## src/tmqm_pkg.sv

```systemverilog
// Package: shared constants, codes and controller/datapath interface types.
`timescale 1ns / 1ps
`default_nettype none
package tmqm_pkg;
  localparam int SLOTS_DEFAULT  = 16;
  localparam int QUEUES_DEFAULT = 8;

  localparam logic [15:0] BYTE_LIMIT_RESET = 16'd2048;
  localparam logic [11:0] MAX_BYTES_RESET  = 12'd640;
  localparam int          BYTES_W          = 17;

  localparam logic [1:0] MODE_SEND   = 2'd0;
  localparam logic [1:0] MODE_RECV   = 2'd1;
  localparam logic [1:0] MODE_FLUSH  = 2'd2;
  localparam logic [1:0] MODE_STATUS = 2'd3;

  localparam logic [2:0] ST_OK       = 3'd0;
  localparam logic [2:0] ST_INVALID  = 3'd1;
  localparam logic [2:0] ST_NO_SLOT  = 3'd2;
  localparam logic [2:0] ST_FULL     = 3'd3;
  localparam logic [2:0] ST_NO_MATCH = 3'd4;
  localparam logic [2:0] ST_TOO_BIG  = 3'd5;

  localparam logic CFG_BYTE_LIMIT = 1'b0;
  localparam logic CFG_MAX_BYTES  = 1'b1;

  localparam int OP_W = 4;
  localparam logic [OP_W-1:0] OP_NOP       = 4'd0;
  localparam logic [OP_W-1:0] OP_LOAD      = 4'd1;
  localparam logic [OP_W-1:0] OP_QLATCH    = 4'd2;
  localparam logic [OP_W-1:0] OP_BAD       = 4'd3;
  localparam logic [OP_W-1:0] OP_SEND_CHK  = 4'd4;
  localparam logic [OP_W-1:0] OP_SEND_RD   = 4'd5;
  localparam logic [OP_W-1:0] OP_SEND_WR   = 4'd6;
  localparam logic [OP_W-1:0] OP_SEND_TAIL = 4'd7;
  localparam logic [OP_W-1:0] OP_WALK_INIT = 4'd8;
  localparam logic [OP_W-1:0] OP_WALK_RD   = 4'd9;
  localparam logic [OP_W-1:0] OP_R_EVAL    = 4'd10;
  localparam logic [OP_W-1:0] OP_R_FIN     = 4'd11;
  localparam logic [OP_W-1:0] OP_R_PUSH    = 4'd12;
  localparam logic [OP_W-1:0] OP_F_EVAL    = 4'd13;
  localparam logic [OP_W-1:0] OP_F_FIN     = 4'd14;
  localparam logic [OP_W-1:0] OP_RESP      = 4'd15;

  typedef struct packed {
    logic [OP_W-1:0] op;
  } cmd_t;

  typedef struct packed {
    logic [1:0] mode;
    logic       q_bad;
    logic       send_ok;
    logic       walk_more;
    logic       recv_ok;
    logic       out_free;
  } stat_t;
endpackage
`default_nettype wire

```

## src/tmqm_ram.sv

```systemverilog
// Generic single-write, single-read RAM with registered read data.
`timescale 1ns / 1ps
`default_nettype none
module tmqm_ram #(
  parameter int W = 8,
  parameter int D = 16,
  localparam int AW = (D > 1) ? $clog2(D) : 1
) (
  input  wire logic         clk,
  input  wire logic         we,
  input  wire logic [AW-1:0] waddr,
  input  wire logic [W-1:0] wdata,
  input  wire logic [AW-1:0] raddr,
  output logic [W-1:0]      rdata
);
  logic [W-1:0] mem [D];

  always_ff @(posedge clk) begin
    if (we) begin
      mem[waddr] <= wdata;
    end
    rdata <= mem[raddr];
  end
endmodule
`default_nettype wire

```

## src/tmqm_ctrl.sv

```systemverilog
// Controller: sequences each request through datapath operations.
`timescale 1ns / 1ps
`default_nettype none
module tmqm_ctrl (
  input  wire logic           clk,
  input  wire logic           rst,
  input  wire logic           s_tvalid,
  output logic                s_tready,
  input  wire tmqm_pkg::stat_t st,
  output tmqm_pkg::cmd_t      cmd
);
  localparam logic [3:0] S_IDLE   = 4'd0;
  localparam logic [3:0] S_QRD    = 4'd1;
  localparam logic [3:0] S_QLAT   = 4'd2;
  localparam logic [3:0] S_DISP   = 4'd3;
  localparam logic [3:0] S_SRD    = 4'd4;
  localparam logic [3:0] S_SWR    = 4'd5;
  localparam logic [3:0] S_STAIL  = 4'd6;
  localparam logic [3:0] S_RCHK   = 4'd7;
  localparam logic [3:0] S_REVAL  = 4'd8;
  localparam logic [3:0] S_RFIN   = 4'd9;
  localparam logic [3:0] S_RPUSH  = 4'd10;
  localparam logic [3:0] S_FCHK   = 4'd11;
  localparam logic [3:0] S_FEVAL  = 4'd12;
  localparam logic [3:0] S_RESP   = 4'd13;

  logic [3:0] state, state_next;

  always_ff @(posedge clk) begin
    if (rst) begin
      state <= S_IDLE;
    end else begin
      state <= state_next;
    end
  end

  assign s_tready = (state == S_IDLE);

  always_comb begin
    state_next = state;
    cmd.op     = tmqm_pkg::OP_NOP;
    case (state)
      S_IDLE: begin
        if (s_tvalid) begin
          cmd.op     = tmqm_pkg::OP_LOAD;
          state_next = S_QRD;
        end
      end
      S_QRD:  state_next = S_QLAT;
      S_QLAT: begin
        cmd.op     = tmqm_pkg::OP_QLATCH;
        state_next = S_DISP;
      end
      S_DISP: begin
        if (st.q_bad) begin
          cmd.op     = tmqm_pkg::OP_BAD;
          state_next = S_RESP;
        end else begin
          case (st.mode)
            tmqm_pkg::MODE_SEND: begin
              cmd.op     = tmqm_pkg::OP_SEND_CHK;
              state_next = st.send_ok ? S_SRD : S_RESP;
            end
            tmqm_pkg::MODE_RECV: begin
              cmd.op     = tmqm_pkg::OP_WALK_INIT;
              state_next = S_RCHK;
            end
            tmqm_pkg::MODE_FLUSH: begin
              cmd.op     = tmqm_pkg::OP_WALK_INIT;
              state_next = S_FCHK;
            end
            default: state_next = S_RESP;
          endcase
        end
      end
      S_SRD: begin
        cmd.op     = tmqm_pkg::OP_SEND_RD;
        state_next = S_SWR;
      end
      S_SWR: begin
        cmd.op     = tmqm_pkg::OP_SEND_WR;
        state_next = S_STAIL;
      end
      S_STAIL: begin
        cmd.op     = tmqm_pkg::OP_SEND_TAIL;
        state_next = S_RESP;
      end
      S_RCHK: begin
        if (st.walk_more) begin
          cmd.op     = tmqm_pkg::OP_WALK_RD;
          state_next = S_REVAL;
        end else begin
          state_next = S_RFIN;
        end
      end
      S_REVAL: begin
        cmd.op     = tmqm_pkg::OP_R_EVAL;
        state_next = S_RCHK;
      end
      S_RFIN: begin
        cmd.op     = tmqm_pkg::OP_R_FIN;
        state_next = st.recv_ok ? S_RPUSH : S_RESP;
      end
      S_RPUSH: begin
        cmd.op     = tmqm_pkg::OP_R_PUSH;
        state_next = S_RESP;
      end
      S_FCHK: begin
        if (st.walk_more) begin
          cmd.op     = tmqm_pkg::OP_WALK_RD;
          state_next = S_FEVAL;
        end else begin
          cmd.op     = tmqm_pkg::OP_F_FIN;
          state_next = S_RESP;
        end
      end
      S_FEVAL: begin
        cmd.op     = tmqm_pkg::OP_F_EVAL;
        state_next = S_FCHK;
      end
      S_RESP: begin
        if (st.out_free) begin
          cmd.op     = tmqm_pkg::OP_RESP;
          state_next = S_IDLE;
        end
      end
      default: state_next = S_IDLE;
    endcase
  end
endmodule
`default_nettype wire

```

## src/tmqm_dp.sv

```systemverilog
// Datapath: slot and queue stores, free stack, list walk and result register.
`timescale 1ns / 1ps
`default_nettype none
module tmqm_dp #(
  parameter int SLOTS  = tmqm_pkg::SLOTS_DEFAULT,
  parameter int QUEUES = tmqm_pkg::QUEUES_DEFAULT
) (
  input  wire logic           clk,
  input  wire logic           rst,
  input  wire logic [55:0]    s_tdata,
  input  wire logic           cfg_valid,
  input  wire logic           cfg_index,
  input  wire logic [15:0]    cfg_data,
  output logic [79:0]         m_tdata,
  output logic                m_tvalid,
  input  wire logic           m_tready,
  input  wire tmqm_pkg::cmd_t cmd,
  output tmqm_pkg::stat_t     st
);
  localparam int SW = $clog2(SLOTS);
  localparam int LW = $clog2(SLOTS + 1);
  localparam int CW = $clog2(SLOTS + 1);
  localparam int GW = $clog2(SLOTS + 1);
  localparam int QW = (QUEUES > 1) ? $clog2(QUEUES) : 1;
  localparam int BW = tmqm_pkg::BYTES_W;
  localparam int QSW = 2 * LW + CW + BW;
  localparam logic [LW-1:0] NIL = LW'(SLOTS);

  logic [15:0] byte_limit;
  logic [11:0] max_bytes;

  logic [1:0]         mode_r;
  logic [2:0]         q_r;
  logic signed [31:0] typ_r;
  logic [11:0]        size_r;
  logic               trunc_r;

  logic [LW-1:0] head, tail;
  logic [CW-1:0] cnt;
  logic [BW-1:0] bytes;
  logic [LW-1:0] free_top, cur, prev, hit, hitprev, hit_next;
  logic signed [31:0] hit_type;
  logic [11:0]   hit_size;
  logic [GW-1:0] guard;
  logic          stop;

  logic [2:0]  res_status;
  logic [3:0]  res_slot;
  logic [31:0] res_type;
  logic [11:0] res_len;

  logic [SLOTS-1:0]  lvalid;
  logic [QUEUES-1:0] qvalid;

  // link store
  logic          lwe;
  logic [SW-1:0] lwaddr, lraddr, lraddr_q;
  logic [LW-1:0] lwdata, lram_q, link_rd;
  // type/size store
  logic          twe;
  logic [43:0]   ts_q;
  // queue store
  logic          qwe;
  logic [QSW-1:0] qram_q, qword;
  logic [QW-1:0] qidx;

  assign qidx = QW'(q_r);

  tmqm_ram #(.W(LW), .D(SLOTS)) u_link (
    .clk(clk), .we(lwe), .waddr(lwaddr), .wdata(lwdata), .raddr(lraddr), .rdata(lram_q)
  );
  tmqm_ram #(.W(44), .D(SLOTS)) u_ts (
    .clk(clk), .we(twe), .waddr(free_top[SW-1:0]), .wdata({typ_r, size_r}),
    .raddr(cur[SW-1:0]), .rdata(ts_q)
  );
  tmqm_ram #(.W(QSW), .D(QUEUES)) u_q (
    .clk(clk), .we(qwe), .waddr(qidx), .wdata({head, tail, cnt, bytes}),
    .raddr(qidx), .rdata(qram_q)
  );

  // unwritten entries read as their reset value
  assign link_rd = lvalid[lraddr_q] ? lram_q : LW'(lraddr_q) + LW'(1);
  assign qword   = qvalid[qidx] ? qram_q : {NIL, NIL, CW'(0), BW'(0)};

  logic               q_bad;
  logic [2:0]         send_code;
  logic               hit_ok, recv_ok;
  logic signed [31:0] t_rd;
  logic [11:0]        sz_rd;
  logic signed [32:0] mag;

  assign q_bad = {29'd0, q_r} >= 32'(QUEUES);
  assign t_rd  = ts_q[43:12];
  assign sz_rd = ts_q[11:0];
  assign mag   = typ_r[31] ? -{typ_r[31], typ_r} : {typ_r[31], typ_r};
  assign hit_ok  = hit < NIL;
  assign recv_ok = hit_ok && !((size_r < hit_size) && !trunc_r);

  always_comb begin
    if (size_r > max_bytes)                 send_code = tmqm_pkg::ST_INVALID;
    else if (!(free_top < NIL))             send_code = tmqm_pkg::ST_NO_SLOT;
    else if (bytes >= BW'(byte_limit))      send_code = tmqm_pkg::ST_FULL;
    else                                    send_code = tmqm_pkg::ST_OK;
  end

  assign st.mode      = mode_r;
  assign st.q_bad     = q_bad;
  assign st.send_ok   = (send_code == tmqm_pkg::ST_OK);
  assign st.walk_more = (cur < NIL) && (guard < GW'(SLOTS)) && !stop;
  assign st.recv_ok   = recv_ok;
  assign st.out_free  = !m_tvalid || m_tready;

  always_comb begin
    lraddr = cur[SW-1:0];
    if (cmd.op == tmqm_pkg::OP_SEND_RD) lraddr = free_top[SW-1:0];
    lwe    = 1'b0;
    lwaddr = cur[SW-1:0];
    lwdata = free_top;
    twe    = 1'b0;
    qwe    = 1'b0;
    case (cmd.op)
      tmqm_pkg::OP_SEND_WR: begin
        lwe    = 1'b1;
        lwaddr = free_top[SW-1:0];
        lwdata = NIL;
        twe    = 1'b1;
      end
      tmqm_pkg::OP_SEND_TAIL: begin
        lwe    = tail < NIL;
        lwaddr = tail[SW-1:0];
        lwdata = hit;
      end
      tmqm_pkg::OP_R_FIN: begin
        lwe    = recv_ok && (hitprev < NIL);
        lwaddr = hitprev[SW-1:0];
        lwdata = hit_next;
      end
      tmqm_pkg::OP_R_PUSH: begin
        lwe    = 1'b1;
        lwaddr = hit[SW-1:0];
        lwdata = free_top;
      end
      tmqm_pkg::OP_F_EVAL: begin
        lwe    = 1'b1;
        lwaddr = cur[SW-1:0];
        lwdata = free_top;
      end
      tmqm_pkg::OP_RESP: qwe = !q_bad;
      default: ;
    endcase
  end

  // control state
  always_ff @(posedge clk) begin
    if (rst) begin
      byte_limit <= tmqm_pkg::BYTE_LIMIT_RESET;
      max_bytes  <= tmqm_pkg::MAX_BYTES_RESET;
      free_top   <= '0;
      lvalid     <= '0;
      qvalid     <= '0;
      m_tvalid   <= 1'b0;
    end else begin
      if (cfg_valid) begin
        if (cfg_index == tmqm_pkg::CFG_BYTE_LIMIT) byte_limit <= cfg_data;
        else                                       max_bytes  <= cfg_data[11:0];
      end
      if (lwe) lvalid[lwaddr] <= 1'b1;
      if (qwe) qvalid[qidx] <= 1'b1;
      case (cmd.op)
        tmqm_pkg::OP_SEND_WR: free_top <= link_rd;
        tmqm_pkg::OP_R_PUSH:  free_top <= hit;
        tmqm_pkg::OP_F_EVAL:  free_top <= cur;
        default: ;
      endcase
      if (cmd.op == tmqm_pkg::OP_RESP) m_tvalid <= 1'b1;
      else if (m_tready)               m_tvalid <= 1'b0;
    end
  end

  // payload state
  always_ff @(posedge clk) begin
    lraddr_q <= lraddr;
    case (cmd.op)
      tmqm_pkg::OP_LOAD: begin
        mode_r     <= s_tdata[1:0];
        q_r        <= s_tdata[4:2];
        typ_r      <= s_tdata[36:5];
        size_r     <= s_tdata[48:37];
        trunc_r    <= s_tdata[49];
        res_status <= tmqm_pkg::ST_OK;
        res_slot   <= '0;
        res_type   <= '0;
        res_len    <= '0;
      end
      tmqm_pkg::OP_QLATCH: {head, tail, cnt, bytes} <= qword;
      tmqm_pkg::OP_BAD:      res_status <= tmqm_pkg::ST_INVALID;
      tmqm_pkg::OP_SEND_CHK: res_status <= send_code;
      tmqm_pkg::OP_SEND_WR: begin
        hit      <= free_top;
        res_slot <= 4'(free_top);
      end
      tmqm_pkg::OP_SEND_TAIL: begin
        tail  <= hit;
        if (!(head < NIL)) head <= hit;
        cnt   <= cnt + CW'(1);
        bytes <= bytes + BW'(size_r);
      end
      tmqm_pkg::OP_WALK_INIT: begin
        cur     <= head;
        prev    <= NIL;
        hit     <= NIL;
        hitprev <= NIL;
        guard   <= '0;
        stop    <= 1'b0;
      end
      tmqm_pkg::OP_R_EVAL: begin
        if (typ_r == 32'sd0 || (!typ_r[31] && t_rd == typ_r)) begin
          hit <= cur; hitprev <= prev; hit_type <= t_rd; hit_size <= sz_rd;
          hit_next <= link_rd; stop <= 1'b1;
        end else if (typ_r[31] && ($signed({t_rd[31], t_rd}) <= mag) &&
                     (!hit_ok || t_rd < hit_type)) begin
          hit <= cur; hitprev <= prev; hit_type <= t_rd; hit_size <= sz_rd;
          hit_next <= link_rd;
        end
        prev  <= cur;
        cur   <= link_rd;
        guard <= guard + GW'(1);
      end
      tmqm_pkg::OP_R_FIN: begin
        if (!hit_ok) begin
          res_status <= tmqm_pkg::ST_NO_MATCH;
        end else if (!recv_ok) begin
          res_status <= tmqm_pkg::ST_TOO_BIG;
        end else begin
          if (!(hitprev < NIL)) head <= hit_next;
          if (tail == hit) tail <= hitprev;
          if (cnt != '0) cnt <= cnt - CW'(1);
          bytes    <= (bytes >= BW'(hit_size)) ? bytes - BW'(hit_size) : '0;
          res_len  <= (size_r < hit_size) ? size_r : hit_size;
          res_type <= hit_type;
          res_slot <= 4'(hit);
        end
      end
      tmqm_pkg::OP_F_EVAL: begin
        cur   <= link_rd;
        guard <= guard + GW'(1);
      end
      tmqm_pkg::OP_F_FIN: begin
        head  <= NIL;
        tail  <= NIL;
        cnt   <= '0;
        bytes <= '0;
      end
      tmqm_pkg::OP_RESP: begin
        m_tdata <= {7'd0,
                    q_bad ? 17'd0 : 17'(bytes),
                    q_bad ? 5'd0 : 5'(cnt),
                    res_len, res_type, res_slot, res_status};
      end
      default: ;
    endcase
  end
endmodule
`default_nettype wire

```

## src/typed_message_queue_manager.sv

```systemverilog
// Top level: typed message queue manager over a shared slot pool.
`timescale 1ns / 1ps
`default_nettype none
// One request word in, one result word out. Requests are handled one at a
// time; flush and receive walk the messages in the addressed queue (at most
// SLOTS), with one registered read of the slot stores per message. A result
// waiting at the output does not hold up acceptance of the next request;
// that request's result then waits until the output register frees. Config
// writes are always accepted and should be issued only while idle.
module typed_message_queue_manager #(
  parameter int SLOTS  = tmqm_pkg::SLOTS_DEFAULT,
  parameter int QUEUES = tmqm_pkg::QUEUES_DEFAULT
) (
  input  wire logic        clk,
  input  wire logic        rst,
  input  wire logic        s_tvalid,
  output logic             s_tready,
  // mode[1:0], queue[4:2], type_sel[36:5], size[48:37], allow_truncate[49]
  input  wire logic [55:0] s_tdata,
  output logic             m_tvalid,
  input  wire logic        m_tready,
  // status[2:0], slot[6:3], delivered_type[38:7], length[50:39],
  // queue_count[55:51], queue_bytes[72:56]
  output logic [79:0]      m_tdata,
  input  wire logic        cfg_valid,
  output logic             cfg_ready,
  input  wire logic        cfg_index,
  input  wire logic [15:0] cfg_data
);
  tmqm_pkg::cmd_t  cmd;
  tmqm_pkg::stat_t st;

  assign cfg_ready = 1'b1;

  tmqm_ctrl u_ctrl (
    .clk(clk), .rst(rst), .s_tvalid(s_tvalid), .s_tready(s_tready), .st(st), .cmd(cmd)
  );

  tmqm_dp #(.SLOTS(SLOTS), .QUEUES(QUEUES)) u_dp (
    .clk(clk), .rst(rst), .s_tdata(s_tdata),
    .cfg_valid(cfg_valid), .cfg_index(cfg_index), .cfg_data(cfg_data),
    .m_tdata(m_tdata), .m_tvalid(m_tvalid), .m_tready(m_tready),
    .cmd(cmd), .st(st)
  );
endmodule
`default_nettype wire

```

## config.mk

```make
export PLATFORM = sky130hd
export DESIGN_NAME = typed_message_queue_manager
export DESIGN_NICKNAME = d
export VERILOG_FILES = /design/src/tmqm_pkg.sv /design/src/tmqm_ram.sv /design/src/tmqm_ctrl.sv /design/src/tmqm_dp.sv /design/src/typed_message_queue_manager.sv
export SDC_FILE = /design/constraint.sdc
export NUM_CORES = 2
export LEC_CHECK = 0
export BUFFER_PORTS_ARGS = -buffer_cell sky130_fd_sc_hd__buf_2
export CAP_MARGIN = 20
export CELL_PAD_IN_SITES_DETAIL_PLACEMENT = 0
export CELL_PAD_IN_SITES_GLOBAL_PLACEMENT = 1
export CORE_MARGIN = 1.5
export CORE_UTILIZATION = 56
export CTS_BUF_LIST = sky130_fd_sc_hd__clkbuf_8
export DETAILED_ROUTE_END_ITERATION = 6
export PLACE_DENSITY = 0.89
export SLEW_MARGIN = 5
export SYNTH_ARGS = -nofsm -noshare
export SYNTH_HDL_FRONTEND = slang
export SYNTH_SLANG_ARGS = --single-unit
export TNS_END_PERCENT = 10
```

## constraint.sdc

```tcl
create_clock -name clk -period 9.97 [get_ports clk]
set_input_delay 1.4955 -clock clk [delete_from_list [all_inputs] [get_ports clk]]
set_output_delay 1.4955 -clock clk [all_outputs]
set_load 0.01 [all_outputs]
```

# [Word-level counts from Yosys, hierarchy flattened]
# Memory sizes are Yosys's and may differ from the RTL's. A register that Yosys moved wholly into a read port is not among the register bits.
# Index checks and enable logic that the tools add are counted.
[classes] add_sub_neg=7 multipliers=0 n_div=0 n_lt_le_gt_ge=18 eq_ne=42 shifts=0 mux=90 n_bitwise=3 reduce_logical=52
[op_table] cell="two-way mux 32 bit" n=5
[op_table] cell="case mux 4 bit (13 select lines)" n=2
[op_table] cell="two-way mux 5 bit" n=17
[op_table] cell="case mux 17 bit (4 select lines)" n=1
[op_table] cell="case mux 32 bit (2 select lines)" n=1
[op_table] cell="two-way mux 12 bit" n=5
[op_table] cell="case mux 5 bit (4 select lines)" n=3
[op_table] cell="equality test 4 bit (second input constant)" n=13
[op_table] cell="two-way mux 17 bit" n=3
[op_table] cell="case mux 5 bit (3 select lines)" n=3
[op_table] cell="case mux 5 bit (2 select lines)" n=4
[op_table] cell="less-than comparator 5 bit (second input constant)" n=7
[op_table] cell="<= comparator 32 x 33 -> 1 bit" n=1
[op_table] cell="two-way mux 33 bit" n=1
[op_table] cell="negator 33 bit" n=1
[op_table] cell="equality test 32 bit" n=1
[op_table] cell="equality test 4 x 3 -> 1 bit (second input constant)" n=8
[op_table] cell="zero test 32 bit" n=1
[op_table] cell="less-than comparator 32 bit" n=1
[op_table] cell="two-way mux 4 bit" n=8
[op_table] cell="case mux 12 bit (2 select lines)" n=1
[op_table] cell="case mux 4 bit (3 select lines)" n=2
[op_table] cell="two-way mux 1 bit" n=18
[op_table] cell="adder 17 x 12 -> 17 bit" n=1
[op_table] cell="51 further kinds" n=104
[word_totals] register_bits=347 latch_bits=0 mem_bits_rw=1040 rom_bits=0 inputBits=78 out_inout_bits=83 elab_cells=246 mem_count=3
[memory_table] name="u_dp.u_ts.mem" words=16 word_bits=44 read_ports=1 rd_ports_with_merged_regs=1 write_ports=1 line="tmqm_ram.sv:16" source="logic [W-1:0] mem [D];"
[memory_table] name="u_dp.u_q.mem" words=8 word_bits=32 read_ports=1 rd_ports_with_merged_regs=1 write_ports=1 line="tmqm_ram.sv:16"
[memory_table] name="u_dp.u_link.mem" words=16 word_bits=5 read_ports=1 rd_ports_with_merged_regs=1 write_ports=1 line="tmqm_ram.sv:16"

# [Longest topological paths before layout]
[depth] word_depth=12 depth_mapped=15 depth_no_buf=15

# [Cells and area by module]
# A second synthesis with hierarchy kept.
[unflattened] cells_unflattened=3357 hier_area_um2=59415.7
[modules_own_cells] mod="tmqm_ram at u_dp.u_ts" instances=1 cells_each=1142 area_per_inst_um2=27266.2 seq_area_each_um2=22021.1
[modules_own_cells] mod="tmqm_dp" instances=1 cells_each=1555 area_per_inst_um2=17855.9 seq_area_each_um2=9679.3
[modules_own_cells] mod="tmqm_ram at u_dp.u_q" instances=1 cells_each=415 area_per_inst_um2=10466.3 seq_area_each_um2=8328.0
[modules_own_cells] mod="tmqm_ram at u_dp.u_link" instances=1 cells_each=155 area_per_inst_um2=3213.1 seq_area_each_um2=2502.4
[modules_own_cells] mod="tmqm_ctrl" instances=1 cells_each=88 area_per_inst_um2=603.1 seq_area_each_um2=80.1
[modules_own_cells] mod="typed_message_queue_manager" instances=1 cells_each=2 area_per_inst_um2=11.3 seq_area_each_um2=0.0

# [Least setup slack after synthesis]
# Ideal clock, no wire load.
[synth_timing] path_type="register to register" from="register u_dp.typ_r[2]" to="register u_dp.hit_next[0] (enable)" arrival_time_ps=7760 setup_slack_ps=1665 stages_incl_launch_ff=15 path_buffers=0 period_less_slack_ps=8305 cell_sequence="edfxtp_1 or4_4 nand4b_4 or3_4 nand2b_1 o31ai_1 xor2_1 ha_1 nand3_1 a21oi_1 a2111oi_0 o21bai_1 or4b_2 and3_1 a311oi_1"
[synth_between] elab_chain_cells=7 elab_cells_between_ends=11 classes_between="1 x add/sub; 1 x order compare; 1 x eq/ne; 1 x mux; 7 x reduce/logical"
[synth_lines] element="from (decl)" line="tmqm_dp.sv:34" source="logic signed [31:0] typ_r;"
[synth_lines] element="from (signal assigned)" line="tmqm_dp.sv:187" source="typ_r <= s_tdata[36:5];"
[synth_lines] element="negator 33 bit" line="tmqm_dp.sv:95" source="assign mag = typ_r[31] ? -{typ_r[31], typ_r} : {typ_r[31], typ_r};"
[synth_lines] element="two-way mux 33 bit" line="tmqm_dp.sv:95"
[synth_lines] element="<= comparator 32 x 33 -> 1 bit" line="tmqm_dp.sv:220" source="end else if (typ_r[31] && ($signed({t_rd[31], t_rd}) <= mag) &&"
[synth_lines] element="logical AND 1 bit (2 in series)" line="tmqm_dp.sv:220"
[synth_lines] element="nonzero test 2 bit (no source line) (*)"
[synth_lines] element="AND reduction 2 bit (no source line) (*)"
[synth_lines] element="to (signal assigned)" line="tmqm_dp.sv:223" source="hit_next <= link_rd;"
[synth_lines] element="to (decl)" line="tmqm_dp.sv:41" source="logic [LW-1:0] free_top, cur, prev, hit, hitprev, hit_next;"
# Every way passes the cells marked *; elsewhere a longest branch is shown, timed or not.
# A chain may end at the register's enable or synchronous reset.

# [Final worst setup path]
[layout_timing] from="register u_dp.typ_r[2]" to="register u_dp.hit_type[12] (enable)"
[layout_between] elab_chain_cells=7 elab_cells_between_ends=11 classes_between="1 x add/sub; 1 x order compare; 1 x eq/ne; 1 x mux; 7 x reduce/logical"
[layout_lines] element="negator 33 bit" line="tmqm_dp.sv:95"
[layout_lines] element="two-way mux 33 bit" line="tmqm_dp.sv:95"
[layout_lines] element="<= comparator 32 x 33 -> 1 bit" line="tmqm_dp.sv:220"
[layout_lines] element="logical AND 1 bit (2 in series)" line="tmqm_dp.sv:220"
[layout_lines] element="nonzero test 2 bit (no source line) (*)"
[layout_lines] element="AND reduction 2 bit (no source line) (*)"
[layout_lines] element="to (signal assigned)" line="tmqm_dp.sv:218" source="hit <= cur; hitprev <= prev; hit_type <= t_rd; hit_size <= sz_rd;"
[layout_lines] element="to (signal assigned)" line="tmqm_dp.sv:222" source="hit <= cur; hitprev <= prev; hit_type <= t_rd; hit_size <= sz_rd;"
[layout_lines] element="to (decl)" line="tmqm_dp.sv:42" source="logic signed [31:0] hit_type;"
# Marks and branches as above.

==> summary.txt <==
Floorplan
  – # rows: 118
  – IO Pins: 161
  – DIE AREA: 0.107 sq mm
  – Core Area: 0.104 sq mm
  – Initial Util: 0.566
  – Die height: 327 um
  – Die W: 327 um

Worst setup path
  – Critical path arrival: 6.79 ns
  – Max FO, Critical Path: 44
  – CP Launch Type: flop
  – WS Path Type: flop to flop
  – CP Capture Type: flop
  – WP data required: 10.47 ns

STA
  – RSZ-0062 raised after global routing: no
  – Final setup violating endpoints: 0
  – Tcrit/Tclk final: 0.631
  – Slew margin rel.: 0.259
  – Count of final hold-check violations: 0
  – Fmax: 159 MHz
  – Min Tclk post-route: 6.29 ns
  – Pins over their slew limit: 0
  – Setup TNS: 0 ns
  – Setup Skew: 0.0662 ns
  – Worst Tran Pin Value: 1.10 ns

Synthesis
  – Synth area leaders: edfxtp_1 (68%), mux4_2 (8.6%), dfxtp_1 (5.0%)
  – Largest area contributor in the netlist: edfxtp_1
  – Mean area per synthesized cell: 17.1 sq um
  – Sequential element share of the synthesized area: 0.726
  – Synth Register Bits: 1468
  – Ys async rst share: 0
  – Post-synth top flop: edfxtp_1
  – Synth unique cells: 100
  – Post-synth EDFFs: 1321
  – Mapped Area: 0.0587 sq mm
  – Ys Warns: 0
  – Post-synth top area share: 0.676
  – Post-synthesis cell count: 3434

Layout
  – Final core occ: 0.634
  – Filler Cell Count: 7040
  – Most frequent cells in the layout: edfxtp_1 (1321), clkbuf_8 (247), nand2_1 (239), mux4_2 (225), inv_1 (200)
  – Share of post-route cells with drive strength above 1: 0.215
  – Fin nets: 3939
  – Leading cell type in the layout, fill and taps excluded: edfxtp_1
  – Area growth syn-to-layout: 12.1%

Clock network
  – CTS tree: yes
  – Hold-fix buffers, CTS: 0
  – Clock buffer depth: 3
  – Sink Count: 1468
  – CTS Buf Count: 218
  – Setup Buffers After CTS: 0
  – Worst-Skew Late Latency: 0.91 ns
  – Clock transition at path regs: 0.06 ns
  – Clk Tree Root Cell: clkbuf_8
  – Cells resized by post-CTS repair: 0
  – Number of H-tree levels: 4

Global route
  – First-pass GRT wire length: 204 mm
  – GRT Total Usage: 0.258
  – Vias in the first global route: 32500
  – Grt ovf: 0
  – Largest net degree at the start of global routing: 95
  – Initial antenna violation count: 3

Status
  – Status: finished, final reports clean

Detailed routing
  – Post-DRT Antenna Nets: 0
  – Mean routed wirelength per cell: 25.9 um
  – Detailed-route via count: 32500
  – Vias per cell: 6.14
  – WL final: 137 mm
  – Pre-Repair DR Iteration Count: 6
  – Initial DRC Count: 4040
  – Post-route DRC violation count: 0

Placement
  – Detailed Place HPWL: 80.1 mm
  – RePlAce Congestion: 0.883
  – IO Port Bufs: 146

Run
  – Max cap viols: 0

Pwr
  – Worst VDD drop: 0.173 mV
  – Part of the power in registers: 0.545
  – Pwr per Cell Area: 203 mW/mm^2
  – Lkg Pwr: 0.0227 uW
  – Internal power: 10100 uW
  – Sw power: 3330 uW
  – Clk pwr share: 0.363
  – Switching fraction of total power: 0.249
  – Comb power frac: 0.092

Hold path
  – Hold/Removal Path Class: flop to flop
-- power by group through the flow --
stage	sequential (uW)	combinational [uW]	clock, uW
after floorplan	7300	856	0
after global placement	7400	1200	0
after detailed placement	7420	1220	0
after CTS	7290	1230	4930
after global routing	7310	1350	5190
final	7300	1240	4860
-- sequential cells by signal, summed over array words and instances, names as in the netlist, 16 cells and up --
| signal | flops |
|---|---|
| u_dp.u_q.mem | 256 |
| u_dp.res_type | 32 |
| u_dp.u_q.rdata | 32 |
| u_dp.hit_type | 32 |
| u_dp.byte_limit | 16 |
| u_dp.m_tdata | 73 |
| u_dp.bytes | 17 |
| u_dp.u_ts.mem | 704 |
| u_dp.lvalid | 16 |
| u_dp.typ_r | 32 |
| u_dp.u_link.mem | 80 |
| u_dp.u_ts.rdata | 44 |
-- layer usage --
| layer | wire, um | share of wire | GRT usage |
|---|---|---|---|
| met1 | 53600 | 0.39 | 0.345 |
| met2 | 69000 | 0.50 | 0.433 |
| met3 | 11200 | 0.081 | 0.0463 |
| met4 | 3430 | 0.025 | 0.0842 |
| met5 | 0 | 0 | 0 |
-- stage by stage --
| step | hold WS, ns | area (sq um) | worst slack [ns] | power, uW | std cells |
|---|---|---|---|---|---|
| 5_1_grt | 0.378 | 65800 | 3.38 | 13900 | 5294 |
| 3_3_place_gp | 0.387 | 61400 | 3.80 | 8600 | 4882 |
| 6_report | 0.377 | 65800 | 3.68 | 13400 | 5294 |
| 3_5_place_dp | 0.389 | 61400 | 3.79 | 8640 | 4882 |
| 4_1_cts | 0.355 | 65800 | 3.70 | 13400 | 5293 |
| 2_1_floorplan | 0.386 | 58700 | 1.66 | 8160 | 3441 |
-- final timing paths --
kind	from	to	slack, ns	depth (start not counted)
worst min-delay path	u_dp.u_ts.rdata[11]	u_dp.hit_size[11]	0.38	0
worst min register to register	u_dp.u_ts.rdata[11]	u_dp.hit_size[11]	0.38	0
worst max register to register	u_dp.typ_r[2]	u_dp.hit_type[12]	3.68	15
worst max-delay path	u_dp.typ_r[2]	u_dp.hit_type[12]	3.68	15
-- Yosys cell counts, drive strengths merged (10+ instances only) --
master and count:
o211ai 11, a31oi 17, a311oi 14, mux4 225, nor2b 18, o21ai 60, xnor2 21, nand3b 14
o31ai 12, dfxtp 147, mux2i 22, and3 29, nor3 41, ha 136, clkbuf 119, nand3 43
nand2b 15, edfxtp 1321, a21o 31, inv 131, a211o 10, nand2 241, a211oi 16, nand4 56
xor2 75, or3 17, a22oi 143, a21oi 89, nor4 11, buf 45, nor2 147, o21bai 12
o22ai 21
-- cell families (layout without fill, tap and decap cells) --
logic type,count (synthesis),after routing,synth area share
adder cells (fa/ha/maj),139,139,0.0300
XOR/XNOR,96,96,0.0143
AND/OR/NAND/NOR,670,670,0.0562
other,2,10,0.000128
flip-flops,1468,1468,0.726
AO/OA/AOI/OAI,511,511,0.0623
multiplexers,253,253,0.0912
buffers and inverters,295,767,0.0199
-- worst max-delay path, stage by stage (launching register included) --
cell       delay [ns]
edfxtp_1         0.70
or4_4            0.70
nand4b_4         0.21
or3_4            0.43
nand2b_1         0.21
o31ai_1          0.25
xor2_1           0.17
ha_1             0.26
nand3_1          0.11
a21oi_1          0.06
a2111oi_0        0.40
o21bai_1         0.15
or4b_2           0.74
and3_1           0.24
a311oi_4         0.51
buf_4            0.67
-- cell type report --
class	count	area [sq um]	share of cell area
timing repair buffer	225	1340	0.0203
antenna	1	2.50	0.0000380
clock inverter	164	1080	0.0164
clock buffer	247	3400	0.0516
sequential	1468	42600	0.647
tap	1380	1730	0.0262
inverter	131	494	0.00751
multi-input combinational	1678	15200	0.231
No activity file was read; power rests on OpenSTA's default activity.
